$ cat src/design/audio_sample_to_pcm16_converter_unit_macros.svh
// ----------------------------------------------------------------------------
// Assertion macros for the PCM16 converter
// Short forms for clocked assertions with asynchronous reset disable.
// ----------------------------------------------------------------------------
`ifndef AUDIO_SAMPLE_TO_PCM16_CONVERTER_UNIT_MACROS_SVH
`define AUDIO_SAMPLE_TO_PCM16_CONVERTER_UNIT_MACROS_SVH

// same-cycle implication
`define ASC_ASSERT_NOW(label, ante, cons, msg) \
	label: assert property (@(posedge clk) disable iff (!arst_n) (ante) |-> (cons)) \
		else $error(msg);

// next-cycle implication
`define ASC_ASSERT_NEXT(label, ante, cons, msg) \
	label: assert property (@(posedge clk) disable iff (!arst_n) (ante) |=> (cons)) \
		else $error(msg);

`endif

$ cat src/design/asc_pkg.sv
// ----------------------------------------------------------------------------
// asc_pkg
// Field widths, register indexes and reset values of the PCM16 converter.
// ----------------------------------------------------------------------------
package asc_pkg;

	localparam int SAMPLE_W = 32;
	localparam int PCM_W    = 16;

	localparam int REG_IDX_W = 2;
	localparam int REG_DATA_W = 7;

	localparam logic [REG_IDX_W-1:0] REG_SOURCE_BITS     = 2'd0;
	localparam logic [REG_IDX_W-1:0] REG_SOURCE_IS_FLOAT = 2'd1;
	localparam logic [REG_IDX_W-1:0] REG_SOURCE_CHANNELS = 2'd2;
	localparam logic [REG_IDX_W-1:0] REG_DEST_CHANNELS   = 2'd3;

	localparam logic [6:0] RST_SOURCE_BITS     = 7'd16;
	localparam logic       RST_SOURCE_IS_FLOAT = 1'b0;
	localparam logic [3:0] RST_SOURCE_CHANNELS = 4'd2;
	localparam logic [1:0] RST_DEST_CHANNELS   = 2'd2;

	localparam logic [6:0] BITS_8  = 7'd8;
	localparam logic [6:0] BITS_16 = 7'd16;
	localparam logic [6:0] BITS_24 = 7'd24;
	localparam logic [6:0] BITS_32 = 7'd32;

	// float exponent landmarks: 127 is 1.0, 119 puts the mantissa lsb at 2^-31
	localparam logic [7:0] EXP_ONE   = 8'd127;
	localparam logic [7:0] EXP_ALIGN = 8'd119;
	localparam logic [7:0] EXP_SPEC  = 8'hFF;

	localparam int PCM_MAX_POS = 32767;
	localparam int PCM_MAX_NEG = 32768;

	typedef logic signed [32:0] norm_t;

endpackage

$ cat src/design/asc_if.sv
// ----------------------------------------------------------------------------
// Channel interfaces of the PCM16 converter
// Valid/ready channels for source words and output PCM words.
// ----------------------------------------------------------------------------
interface asc_in_if;
	logic                          valid;
	logic                          ready;
	logic [asc_pkg::SAMPLE_W-1:0]  sample_word;

	modport source (output valid, output sample_word, input ready);
	modport sink   (input valid, input sample_word, output ready);
endinterface

interface asc_out_if;
	logic                              valid;
	logic                              ready;
	logic signed [asc_pkg::PCM_W-1:0]  pcm_sample;
	logic                              out_channel;
	logic                              frame_last;

	modport source (output valid, output pcm_sample, output out_channel,
		output frame_last, input ready);
	modport sink   (input valid, input pcm_sample, input out_channel,
		input frame_last, output ready);
endinterface

$ cat src/design/audio_sample_to_pcm16_converter_unit.sv
// ----------------------------------------------------------------------------
// audio_sample_to_pcm16_converter_unit
// Converts interleaved 8/16/24/32-bit integer or 32-bit float sample words to
// signed 16-bit PCM, with mono downmix or stereo channel selection.
// ----------------------------------------------------------------------------
// One source word is taken at a time. A word that closes a mono frame, or a
// stereo word of channel 0 or 1, runs through a shared sequencer: normalise,
// magnitude, scale by 32767, round, then a restoring divide by the channel
// count (by one for stereo output) at one quotient bit a cycle. With
// MAX_CHANNELS = 8 the divide is 20 bits; a mono source in stereo output
// gives a second word, for channel 1, from the same result once the output
// register is free again. Words that only add to a downmix or are dropped
// go from normalise straight back to idle. The output register lets the
// next source word in while a result waits to be taken.
// ----------------------------------------------------------------------------
`include "audio_sample_to_pcm16_converter_unit_macros.svh"

module audio_sample_to_pcm16_converter_unit #(
	parameter int MAX_CHANNELS = 8
) (
	input  logic                            clk,
	input  logic                            arst_n,
	asc_in_if.sink                          samples,
	asc_out_if.source                       pcm,
	input  logic                            wr_en,
	input  logic [asc_pkg::REG_IDX_W-1:0]   wr_index,
	input  logic [asc_pkg::REG_DATA_W-1:0]  wr_data
);

	localparam int CW    = $clog2(MAX_CHANNELS + 1);
	localparam int PW    = (MAX_CHANNELS > 1) ? $clog2(MAX_CHANNELS) : 1;
	localparam int SUM_W = 33 + $clog2(MAX_CHANNELS);
	localparam int MAG_W = SUM_W - 1;
	localparam int PROD_W = MAG_W + 16;
	localparam int QW    = MAG_W - 15;
	localparam int KW    = $clog2(QW + 1);

	localparam logic [2:0] ST_IDLE  = 3'd0;
	localparam logic [2:0] ST_NORM  = 3'd1;
	localparam logic [2:0] ST_ABS   = 3'd2;
	localparam logic [2:0] ST_MUL   = 3'd3;
	localparam logic [2:0] ST_RND   = 3'd4;
	localparam logic [2:0] ST_DIV   = 3'd5;
	localparam logic [2:0] ST_EMIT  = 3'd6;
	localparam logic [2:0] ST_EMIT2 = 3'd7;

	// configuration
	logic [6:0] src_bits_q;
	logic       src_float_q;
	logic [3:0] src_ch_q;
	logic [1:0] dst_ch_q;

	// sequencer and datapath
	logic [2:0]              state_q;
	logic [31:0]             word_q;
	logic [PW-1:0]           pos_q;
	logic signed [SUM_W-1:0] sum_q;
	logic signed [SUM_W-1:0] op_q;
	logic [CW-1:0]           n_q;
	logic                    neg_q;
	logic [MAG_W-1:0]        mag_q;
	logic [PROD_W-1:0]       prod_q;
	logic [QW-1:0]           y_q;
	logic [CW-1:0]           rem_q;
	logic [KW-1:0]           cnt_q;
	logic                    och_q;
	logic                    last_q;
	logic                    dup_q;

	// output register
	logic                    ov_q;
	logic [15:0]             opcm_q;
	logic                    ooch_q;
	logic                    olast_q;

	// ------------------------------------------------------------------ norm
	logic [7:0]   f_ex;
	logic [23:0]  f_m;
	logic [7:0]   f_sd;
	logic [4:0]   f_s;
	logic [25:0]  f_rnd;
	logic [25:0]  f_tmp;
	logic [31:0]  f_mag;
	asc_pkg::norm_t v_s;

	always_comb begin
		f_ex  = word_q[30:23];
		f_m   = {1'b1, word_q[22:0]};
		f_sd  = asc_pkg::EXP_ALIGN - f_ex;
		f_s   = (f_sd > 8'd25) ? 5'd25 : f_sd[4:0];
		f_rnd = (f_s == 5'd0) ? 26'd0 : (26'd1 << (f_s - 5'd1));
		f_tmp = (26'({2'b00, f_m}) + f_rnd) >> f_s;
		if (f_ex >= asc_pkg::EXP_ONE) begin
			f_mag = 32'h8000_0000;
		end else if (f_ex == 8'd0) begin
			f_mag = '0;
		end else if (f_ex >= asc_pkg::EXP_ALIGN) begin
			f_mag = 32'(f_m) << (f_ex - asc_pkg::EXP_ALIGN);
		end else begin
			f_mag = 32'(f_tmp);
		end

		v_s = '0;
		if (src_float_q && src_bits_q == asc_pkg::BITS_32) begin
			if (f_ex == asc_pkg::EXP_SPEC && word_q[22:0] != 23'd0) begin
				v_s = '0;
			end else if (word_q[31]) begin
				v_s = -$signed({1'b0, f_mag});
			end else begin
				v_s = $signed({1'b0, f_mag});
			end
		end else begin
			case (src_bits_q)
				asc_pkg::BITS_8:  v_s = {~word_q[7], ~word_q[7], word_q[6:0], 24'd0};
				asc_pkg::BITS_16: v_s = {word_q[15], word_q[15:0], 16'd0};
				asc_pkg::BITS_24: v_s = {word_q[23], word_q[23:0], 8'd0};
				asc_pkg::BITS_32: v_s = {word_q[31], word_q};
				default:          v_s = '0;
			endcase
		end
	end

	// ------------------------------------------------------------ framing
	logic [CW-1:0]           c_eff;
	logic                    mono;
	logic                    stale;
	logic [PW-1:0]           pos_e;
	logic [4:0]              pos_n5;
	logic                    frame_end;
	logic signed [SUM_W-1:0] sum_e;
	logic signed [SUM_W-1:0] sum_n;

	always_comb begin
		if (src_ch_q == 4'd0) begin
			c_eff = CW'(1);
		end else if ({1'b0, src_ch_q} > 5'(MAX_CHANNELS)) begin
			c_eff = CW'(MAX_CHANNELS);
		end else begin
			c_eff = CW'(src_ch_q);
		end
		mono      = (dst_ch_q <= 2'd1);
		stale     = 5'(pos_q) >= 5'(c_eff);
		pos_e     = stale ? '0 : pos_q;
		sum_e     = stale ? '0 : sum_q;
		pos_n5    = 5'(pos_e) + 5'd1;
		frame_end = pos_n5 >= 5'(c_eff);
		sum_n     = sum_e + SUM_W'(v_s);
	end

	// -------------------------------------------------------- divide step
	logic [CW:0]   trial;
	logic          qbit;
	logic [16:0]   q_clamp;
	logic [15:0]   pcm_val;

	always_comb begin
		trial = {rem_q, y_q[QW-1]};
		qbit  = trial >= {1'b0, n_q};
		if (neg_q) begin
			q_clamp = (y_q > QW'(asc_pkg::PCM_MAX_NEG)) ? 17'(asc_pkg::PCM_MAX_NEG)
				: 17'(y_q);
			pcm_val = 16'(-q_clamp);
		end else begin
			q_clamp = (y_q > QW'(asc_pkg::PCM_MAX_POS)) ? 17'(asc_pkg::PCM_MAX_POS)
				: 17'(y_q);
			pcm_val = q_clamp[15:0];
		end
	end

	logic out_free;
	logic load_out;
	assign out_free      = !ov_q || pcm.ready;
	assign load_out      = out_free && (state_q == ST_EMIT || state_q == ST_EMIT2);
	assign samples.ready = (state_q == ST_IDLE);

	// ------------------------------------------------------- config regs
	always_ff @(posedge clk or negedge arst_n) begin
		if (!arst_n) begin
			src_bits_q  <= asc_pkg::RST_SOURCE_BITS;
			src_float_q <= asc_pkg::RST_SOURCE_IS_FLOAT;
			src_ch_q    <= asc_pkg::RST_SOURCE_CHANNELS;
			dst_ch_q    <= asc_pkg::RST_DEST_CHANNELS;
		end else if (wr_en) begin
			case (wr_index)
				asc_pkg::REG_SOURCE_BITS:     src_bits_q  <= wr_data;
				asc_pkg::REG_SOURCE_IS_FLOAT: src_float_q <= wr_data[0];
				asc_pkg::REG_SOURCE_CHANNELS: src_ch_q    <= wr_data[3:0];
				asc_pkg::REG_DEST_CHANNELS:   dst_ch_q    <= wr_data[1:0];
				default: ;
			endcase
		end
	end

	// ---------------------------------------------------------- sequencer
	always_ff @(posedge clk or negedge arst_n) begin
		if (!arst_n) begin
			state_q <= ST_IDLE;
			pos_q   <= '0;
			sum_q   <= '0;
			rem_q   <= '0;
			cnt_q   <= '0;
			ov_q    <= 1'b0;
		end else begin
			if (load_out) begin
				ov_q <= 1'b1;
			end else if (pcm.ready) begin
				ov_q <= 1'b0;
			end
			case (state_q)
				ST_IDLE: begin
					if (samples.valid) begin
						word_q  <= samples.sample_word;
						state_q <= ST_NORM;
					end
				end
				ST_NORM: begin
					n_q     <= CW'(1);
					op_q    <= SUM_W'(v_s);
					och_q   <= 1'b0;
					last_q  <= 1'b0;
					dup_q   <= 1'b0;
					state_q <= ST_IDLE;
					if (mono) begin
						if (frame_end) begin
							op_q    <= sum_n;
							n_q     <= c_eff;
							last_q  <= 1'b1;
							pos_q   <= '0;
							sum_q   <= '0;
							state_q <= ST_ABS;
						end else begin
							pos_q <= PW'(pos_n5);
							sum_q <= sum_n;
						end
					end else begin
						sum_q <= '0;
						if (c_eff == CW'(1)) begin
							dup_q   <= 1'b1;
							pos_q   <= '0;
							state_q <= ST_ABS;
						end else begin
							pos_q <= frame_end ? '0 : PW'(pos_n5);
							if (pos_e == PW'(0)) begin
								state_q <= ST_ABS;
							end else if (pos_e == PW'(1)) begin
								och_q   <= 1'b1;
								last_q  <= 1'b1;
								state_q <= ST_ABS;
							end
						end
					end
				end
				ST_ABS: begin
					neg_q   <= op_q[SUM_W-1];
					mag_q   <= MAG_W'(op_q[SUM_W-1] ? -op_q : op_q);
					state_q <= ST_MUL;
				end
				ST_MUL: begin
					// times 32767
					prod_q  <= (PROD_W'(mag_q) << 15) - PROD_W'(mag_q);
					state_q <= ST_RND;
				end
				ST_RND: begin
					y_q     <= QW'((prod_q + (PROD_W'(n_q) << 30)) >> 31);
					rem_q   <= '0;
					cnt_q   <= KW'(QW);
					state_q <= ST_DIV;
				end
				ST_DIV: begin
					rem_q <= qbit ? CW'(trial - {1'b0, n_q}) : trial[CW-1:0];
					y_q   <= {y_q[QW-2:0], qbit};
					cnt_q <= cnt_q - KW'(1);
					if (cnt_q == KW'(1)) begin
						state_q <= ST_EMIT;
					end
				end
				ST_EMIT: begin
					if (out_free) begin
						opcm_q  <= pcm_val;
						ooch_q  <= och_q;
						olast_q <= last_q;
						state_q <= dup_q ? ST_EMIT2 : ST_IDLE;
					end
				end
				ST_EMIT2: begin
					if (out_free) begin
						opcm_q  <= pcm_val;
						ooch_q  <= 1'b1;
						olast_q <= 1'b1;
						state_q <= ST_IDLE;
					end
				end
				default: state_q <= ST_IDLE;
			endcase
		end
	end

	assign pcm.valid       = ov_q;
	assign pcm.pcm_sample  = $signed(opcm_q);
	assign pcm.out_channel = ooch_q;
	assign pcm.frame_last  = olast_q;

	// --------------------------------------------------------- assertions
	`ASC_ASSERT_NOW(a_div_rem_below_n, state_q == ST_DIV, rem_q < n_q,
		"divider remainder not below channel count")
	`ASC_ASSERT_NOW(a_dup_first_word, state_q == ST_EMIT2 && ov_q,
		!ooch_q && !olast_q, "duplicated word pending is not channel 0")
	`ASC_ASSERT_NOW(a_right_is_last, ov_q && ooch_q, olast_q,
		"right channel word not flagged last of frame")
	`ASC_ASSERT_NEXT(a_emit_loads_output, state_q == ST_EMIT && out_free, ov_q,
		"output register not loaded on emit")

endmodule
$ cat src/flat_wrapper.sv
// flat-port wrapper written by rule: the top's interface ports become plain ports
module audio_sample_to_pcm16_converter_unit_flat 
#(
	parameter int MAX_CHANNELS = 8
)
  (clk, arst_n, wr_en, wr_index, wr_data, samples_valid, samples_sample_word, samples_ready, pcm_valid, pcm_pcm_sample, pcm_out_channel, pcm_frame_last, pcm_ready);
  asc_in_if samples_i ();
  asc_out_if pcm_i ();
  input  logic clk;
  input  logic arst_n;
  input  logic wr_en;
  input  logic [asc_pkg::REG_IDX_W-1:0] wr_index;
  input  logic [asc_pkg::REG_DATA_W-1:0] wr_data;
  input wire logic [$bits(samples_i.valid)-1:0] samples_valid;
  input wire logic [$bits(samples_i.sample_word)-1:0] samples_sample_word;
  output wire logic [$bits(samples_i.ready)-1:0] samples_ready;
  output wire logic [$bits(pcm_i.valid)-1:0] pcm_valid;
  output wire logic [$bits(pcm_i.pcm_sample)-1:0] pcm_pcm_sample;
  output wire logic [$bits(pcm_i.out_channel)-1:0] pcm_out_channel;
  output wire logic [$bits(pcm_i.frame_last)-1:0] pcm_frame_last;
  input wire logic [$bits(pcm_i.ready)-1:0] pcm_ready;
  assign samples_i.valid = samples_valid;
  assign samples_i.sample_word = samples_sample_word;
  assign samples_ready = samples_i.ready;
  assign pcm_valid = pcm_i.valid;
  assign pcm_pcm_sample = pcm_i.pcm_sample;
  assign pcm_out_channel = pcm_i.out_channel;
  assign pcm_frame_last = pcm_i.frame_last;
  assign pcm_i.ready = pcm_ready;
  audio_sample_to_pcm16_converter_unit #(.MAX_CHANNELS(MAX_CHANNELS)) u_core (.clk(clk), .arst_n(arst_n), .samples(samples_i), .pcm(pcm_i), .wr_en(wr_en), .wr_index(wr_index), .wr_data(wr_data));
endmodule
$ cat config.mk
export PLATFORM = sky130hd
export DESIGN_NAME = audio_sample_to_pcm16_converter_unit_flat
export DESIGN_NICKNAME = d
export VERILOG_FILES = /design/src/design/asc_pkg.sv /design/src/design/asc_if.sv /design/src/design/audio_sample_to_pcm16_converter_unit.sv /design/src/flat_wrapper.sv
export VERILOG_INCLUDE_DIRS = /design/src /design/src/design
export SDC_FILE = /design/constraint.sdc
export NUM_CORES = 1
export LEC_CHECK = 0
export ABC_AREA = 1
export BUFFER_PORTS_ARGS = -buffer_cell sky130_fd_sc_hd__buf_2
export CORE_MARGIN = 2
export CORE_UTILIZATION = 23
export CTS_CLUSTER_SIZE = 25
export DETAILED_ROUTE_END_ITERATION = 7
export GPL_ROUTABILITY_DRIVEN = 0
export PLACE_DENSITY_LB_ADDON = 0.2
export SLEW_MARGIN = 20
export SYNTH_ARGS = -nofsm -noshare
export SYNTH_HDL_FRONTEND = slang
export SYNTH_SLANG_ARGS = --single-unit
$ cat constraint.sdc
create_clock -name clk -period 11 [get_ports clk]
set_input_delay 0.55 -clock clk [delete_from_list [all_inputs] [get_ports clk]]
set_output_delay 0.55 -clock clk [all_outputs]
set_load 0.02 [all_outputs]
==> run summary, run 1 <==
Worst Path Max Fanout = 37
Placed inst area = 22600 sq um
Hold buffer count at CTS = 1
Synth top cells by count = 875 x nand2_1, 411 x nand3_1, 406 x inv_1, 295 x nor2_1, 170 x edfxtp_1
Chip height = 306 um
Routed WL = 75200 um
Port Buffer Count = 65
DR pass1 iterations = 6
Die W = 306 um
Syn Nets = 3289
RSZ-0062 raised after global routing = no
Met3 wire length = 2960 um
Top_reg_cell synth = edfxtp_1
Syn Area/Cell = 6.69 sq um
Clock transition at the registers of the reported paths = 60 ps
Top Ports = 66
Number of diodes = 0
CTS resizes = 0
Clock buffer depth = 3
Post-route insts no fill = 4355
Row count = 110
Clk_lat worst skew = 570 ps
Most used cell, CP = nand2_1
Place WS = 1580 ps
FFs w/ async S/R, synth = 0.277
Max Cap Viol = 0
Mapped Area = 21000 sq um
Synth top area share = 0.244
Fin crit period = 9570 ps
Final Instance Area = 23500 sq um
Largest net degree at the start of global routing = 52
Total track usage = 0.158
Critical path type = flip-flop to flip-flop
Layout Utilization = 0.260
Setup Buffers After CTS = 0
Fin worst setup slack = 1430 ps
WL met1 = 32400 um
Max Clk Rate = 104 MHz
Top cells by area, synth = edfxtp_1 24%, nand2_1 16%, nand3_1 9.8%
Crit-path max cell delay = 590 ps
Post-synthesis sequential area ratio = 0.321
DP Cell Count = 4302
# DRC = 0
DP HPWL = 59900 um
Critical Path Start Type = flip-flop
Slew @ Worst Pin = 1020 ps
Setup violators final = 0
HP Class = primary input to flip-flop
Cell taking the most area after synthesis = edfxtp_1
Antenna violations before repair = 0
Setup skew after layout = 28.9 ps
Routed wl met2 = 37200 um
Cells after Synth = 3133
CTS tree = done
Crit path capture type = flip-flop
Fin nets = 3313
Final period util = 0.870
Root Buffer = clkbuf_16
CP required = 11300 ps
Post-DRT Antenna Nets = 0
Area delta synth->final = 11.9%
Core Box Area = 90100 sq um
Starting Density = 0.233
Synth warn = 0
First-pass GRT wire length = 117000 um
GRT overflow = 0
Slew headroom = 0.316
Slew Limit Fails = 0
1st-iter DRT viols = 1643
Synth unique cells = 60
Top-count cell post-synth = nand2_1
Routed wire per std cell = 17.3 um
CP max-delay cell = edfxtp_1
Final hold vios = 0
Crit path DAT = 9870 ps
Vias per inst = 4.73
Worst vdd ir = 0.000110 V
#FFs+latches synth = 235
Setup TNS = 0 ps
Cell Pwr Density = 165 nW/um^2
Share of cells above drive strength 1 = 0.0639
Die area = 93600 sq um
Clock Sinks = 235
Vias post-DR = 20600
Vias in the first global route = 20300
Status = completed
Static leakage = 11.0 nW
DR top layer = met4
EDFF count, synth = 170
TritonCTS Buffers = 28
H-tree depth = 1
## logic make-up (layout without fill, tap and decap cells)
| kind of cell | after synthesis | after routing | share of synthesized area |
|---|---|---|---|
| DFF | 235 | 235 | 0.321 |
| adders and majority gates | 110 | 110 | 0.0671 |
| muxes | 2 | 2 | 0.00107 |
| and+or+nand+nor | 1768 | 1768 | 0.363 |
| buffers and inverters | 522 | 568 | 0.0972 |
| xor gates and xnor gates | 96 | 96 | 0.0405 |
| AOI/OAI and AO/OA | 400 | 400 | 0.110 |
## power by group
group / internal (W) / switching [W] / leakage, nW
clock network: 0.000508 / 0.000384 / 0.417
registers: 0.00121 / 0.000131 / 2.41
logic: 0.000498 / 0.00114 / 8.17
total: 0.00221 / 0.00166 / 11.0
## sequential cells by signal, summed over array words and instances, names as in the netlist, 3 cells and up
signal                 cells
u_core.cnt_q               5
u_core.mag_q              35
u_core.n_q                 4
u_core.op_q               36
u_core.pcm.pcm_sample     16
u_core.pos_q               3
u_core.prod_q             21
u_core.rem_q               4
u_core.src_bits_q          7
u_core.src_ch_q            4
u_core.state_q             3
u_core.sum_q              36
u_core.word_q             32
u_core.y_q                20
## final cells by class
class,count,area [sq um]
fillers,10100,66700
multi-input cells,2376,12200
flip-flops and latches,235,6740
inverters,424,1590
well taps,1176,1470
clock buffers,36,751
repair buffers,92,533
clock inverters,16,133
## path summary, 6_finish.rpt
check	start	end	slack [ps]	cells after the start
min in group asynchronous	arst_n	u_core.sum_q[30]	580	2
max in group asynchronous	arst_n	u_core.src_bits_q[4]	9510	3
worst min register to register	u_core.src_bits_q[0]	u_core.src_bits_q[0]	490	2
worst min-delay path	samples_sample_word[21]	u_core.word_q[21]	160	1
worst max register to register	u_core.word_q[26]	u_core.op_q[34]	1430	49
worst max-delay path	u_core.word_q[26]	u_core.op_q[34]	1430	49
## layer usage
metal  up-vias  global-route usage
met2       492               0.286
met4         0              0.0528
met5         -                   0
met1      9499               0.197
met3       123              0.0133
li1      10500                   -
## stage by stage
| step | power [W] | hold WS, ps |
|---|---|---|
| 3_3_place_gp | 0.00302 | 477 |
| 4_1_cts | 0.00392 | 119 |
| 5_1_grt | 0.00420 | 127 |
| 6_report | 0.00387 | 158 |
| 2_1_floorplan | 0.00250 | 254 |
| 3_5_place_dp | 0.00300 | 477 |
## layout by cell type, fill, tap and decap left out, types with 5 or more instances in the layout
cell type	count
xnor2_1	41
o31ai_1	6
clkinvlp_4	5
o21bai_1	7
nor3_1	43
o22ai_1	57
nor2_1	291
a21o_1	7
buf_2	64
nand3_1	411
nand4_1	64
clkbuf_16	28
nor2_4	7
nand2_1	875
o211ai_1	11
dfrtp_1	62
nand3b_1	11
nor2_2	10
or2_2	10
inv_1	406
o21ai_0	132
o21ai_1	16
a21oi_1	117
ha_1	106
o2111ai_1	9
buf_4	27
nand2_2	10
clkinv_1	10
edfxtp_1	170
nor4_1	23
inv_2	10
clkbuf_1	6
xor2_1	54
a31oi_1	17
## worst max-delay path: cells and delay by family, from the launching register on
kind	cells	cell delay [ps]
and+or+nand+nor	29	3220
AOI/OAI and AO/OA	12	3050
adders and majority gates	3	1340
buffers and inverters	5	1040
DFF	1	590
No activity file was read; power rests on OpenSTA's default activity.
==> inputs of run 2 (changes only) <==
Settings changed: MAX_ROUTING_LAYER from default to met4.
==> run 2 against run 1 <==
  * Routed wire length increased by 0.12%
  * Non-clock buffer count stayed put
  * Global-route usage is 0.47 points higher
  * First-iteration DRC count down 3.6%
  * Power increased by 0.10%
  * Clock-buffer cell count stayed put
  * Hold slack barely moved
  * Via count grew 0.50%
  * Sequential share of layout area stayed put
  * Sequential cell count is the same
  * Register-to-register slack better by 80 ps
  * Core utilization is the same
  * Critical endpoint unchanged
  * Largest cell class unchanged
==> run summary, run 2 (synthesis results as in run 1) <==
RSZ-0062 raised after global routing = no (unchanged)
Root Buffer = clkbuf_16 (unchanged)
Antenna violations before repair = 0 (unchanged)
Setup TNS = 0 ps (unchanged)
Fin crit period = 9490 ps (was 9570 ps)
Top Ports = 66 (unchanged)
1st-iter DRT viols = 1584 (was 1643)
Commonest cells after routing, fill and taps aside = 875 x nand2_1, 411 x nand3_1, 406 x inv_1 (unchanged)
Total track usage = 0.163 (was 0.158)
Fillers = 10100 (unchanged)
Critical R2R Launch = u_core.word_q[26] (unchanged)
Area delta synth->final = 11.9% (unchanged)
Share of cells above drive strength 1 = 0.0639 (unchanged)
Crit path from = u_core.word_q[26] (unchanged)
Placed inst area = 22600 sq um (unchanged)
Slew headroom = 0.318 (was 0.316)
Chip height = 306 um (unchanged)
First-pass GRT wire length = 117000 um (about the same)
CP max-delay cell = edfxtp_1 (unchanged)
Crit path capture type = flip-flop (unchanged)
Setup skew after layout = 30.4 ps (was 28.9 ps)
Clock buffer depth = 3 (unchanged)
Critical path type = flip-flop to flip-flop (unchanged)
Clock Sinks = 235 (unchanged)
Post-route insts no fill = 4355 (unchanged)
Slew @ Worst Pin = 1020 ps (about the same)
Final Instance Area = 23500 sq um (unchanged)
DR pass1 iterations = 8 (was 6)
Most used cell, CP = nand2_1 (unchanged)
Static leakage = 11.0 nW (unchanged)
Vias in the first global route = 20300 (about the same)
Port Buffer Count = 65 (unchanged)
Core Box Area = 90100 sq um (unchanged)
Routed WL = 75200 um (about the same)
Setup violators final = 0 (unchanged)
Final period util = 0.863 (was 0.870)
Worst vdd ir = 0.000111 V (was 0.000110 V)
Clk_lat worst skew = 570 ps (about the same)
Status = completed (unchanged)
DP HPWL = 59900 um (unchanged)
Fin nets = 3313 (unchanged)
Slew Limit Fails = 0 (unchanged)
Starting Density = 0.233 (unchanged)
Worst Path Max Fanout = 37 (unchanged)
CTS tree = done (unchanged)
Routed wire per std cell = 17.3 um (about the same)
Die area = 93600 sq um (unchanged)
Layout Utilization = 0.260 (unchanged)
Max Clk Rate = 105 MHz (was 104 MHz)
Max Cap Viol = 0 (unchanged)
GRT overflow = 0 (unchanged)
HP Class = primary input to flip-flop (unchanged)
Die W = 306 um (unchanged)
DP Cell Count = 4302 (unchanged)
CP required = 11300 ps (about the same)
Vias post-DR = 20700 (was 20600)
Post-DRT Antenna Nets = 0 (unchanged)
Vias per inst = 4.75 (was 4.73)
Number of diodes = 0 (unchanged)
# DRC = 0 (unchanged)
Hold Startpoint = samples_sample_word[21] (unchanged)
H-tree depth = 1 (unchanged)
Top Registers = u_core.op_q (36), u_core.sum_q (36), u_core.mag_q (35) (unchanged)
Final hold vios = 0 (unchanged)
TritonCTS Buffers = 28 (unchanged)
Largest net degree at the start of global routing = 52 (unchanged)
Crit-path max cell delay = 590 ps (about the same)
Cell Pwr Density = 165 nW/um^2 (about the same)
Row count = 110 (unchanged)
Most common cell after layout, fill and taps aside = nand2_1 (unchanged)
Crit path DAT = 9790 ps (was 9870 ps)
Clock transition at the registers of the reported paths = 60 ps (about the same)
Critical Path Start Type = flip-flop (unchanged)
## run 2: critical path: cells and delay by family (launching register included)
kind / cells / cell delay, ps
AND/OR/NAND/NOR: 29 / 3180
flip-flops: 1 / 590
buffers and inverters: 5 / 1060
AO/OA/AOI/OAI: 12 / 3020
adder cells (fa/ha/maj): 3 / 1350
## run 2: through the flow
| stage | total power, W | hold WS [ps] | setup slack, ps |
|---|---|---|---|
| after global placement | 0.00302 | 477 | 1500 |
| after CTS | 0.00392 | 119 | 1500 |
| after floorplan | 0.00250 | 254 | 3310 |
| after global routing | 0.00420 | 127 | 437 |
| final | 0.00388 | 158 | 1510 |
| after detailed placement | 0.00300 | 477 | 1580 |
## run 2: layer usage
metal | up-vias | track usage | routed length (um)
met2 | 515 | 0.285 | 37200
met4 | 0 | 0.0534 | 2690
li1 | 10500 | - | -
met5 | - | - | 0
met3 | 125 | 0.0119 | 2840
met1 | 9574 | 0.198 | 32500
## run 2: final cells by class
| class | instances | area [sq um] | share of cell area |
|---|---|---|---|
| clock buffers | 36 | 751 | 0.0320 |
| clock inverters | 16 | 133 | 0.00565 |
| inverters | 424 | 1590 | 0.0680 |
| multi-input cells | 2376 | 12200 | 0.522 |
| flip-flops and latches | 235 | 6740 | 0.287 |
| well taps | 1176 | 1470 | 0.0627 |
| repair buffers | 92 | 533 | 0.0227 |
## run 2: what timing repair did
item                                   CTS  global route
hold buffers                             1             0
endpoints found under the hold margin    2             0
setup endpoints to repair                0             0
setup buffers                            0             0
gates resized for setup                  0             0
## run 2: power breakdown
group          leakage, nW  internal, W  switching (W)
sequential            2.41      0.00121       0.000132
combinational         8.17     0.000499        0.00115
clock                0.417     0.000508       0.000386
total                 11.0      0.00221        0.00166
## run 2: final timing paths
kind,endpoint,slack [ps],cells past startpoint
worst max-delay path,u_core.op_q[34],1510,49
worst min-delay path,u_core.word_q[21],160,1
worst max register to register,u_core.op_q[34],1510,49
worst min register to register,u_core.src_bits_q[0],490,2
max in group asynchronous,u_core.src_bits_q[4],9510,3
min in group asynchronous,u_core.sum_q[30],580,2
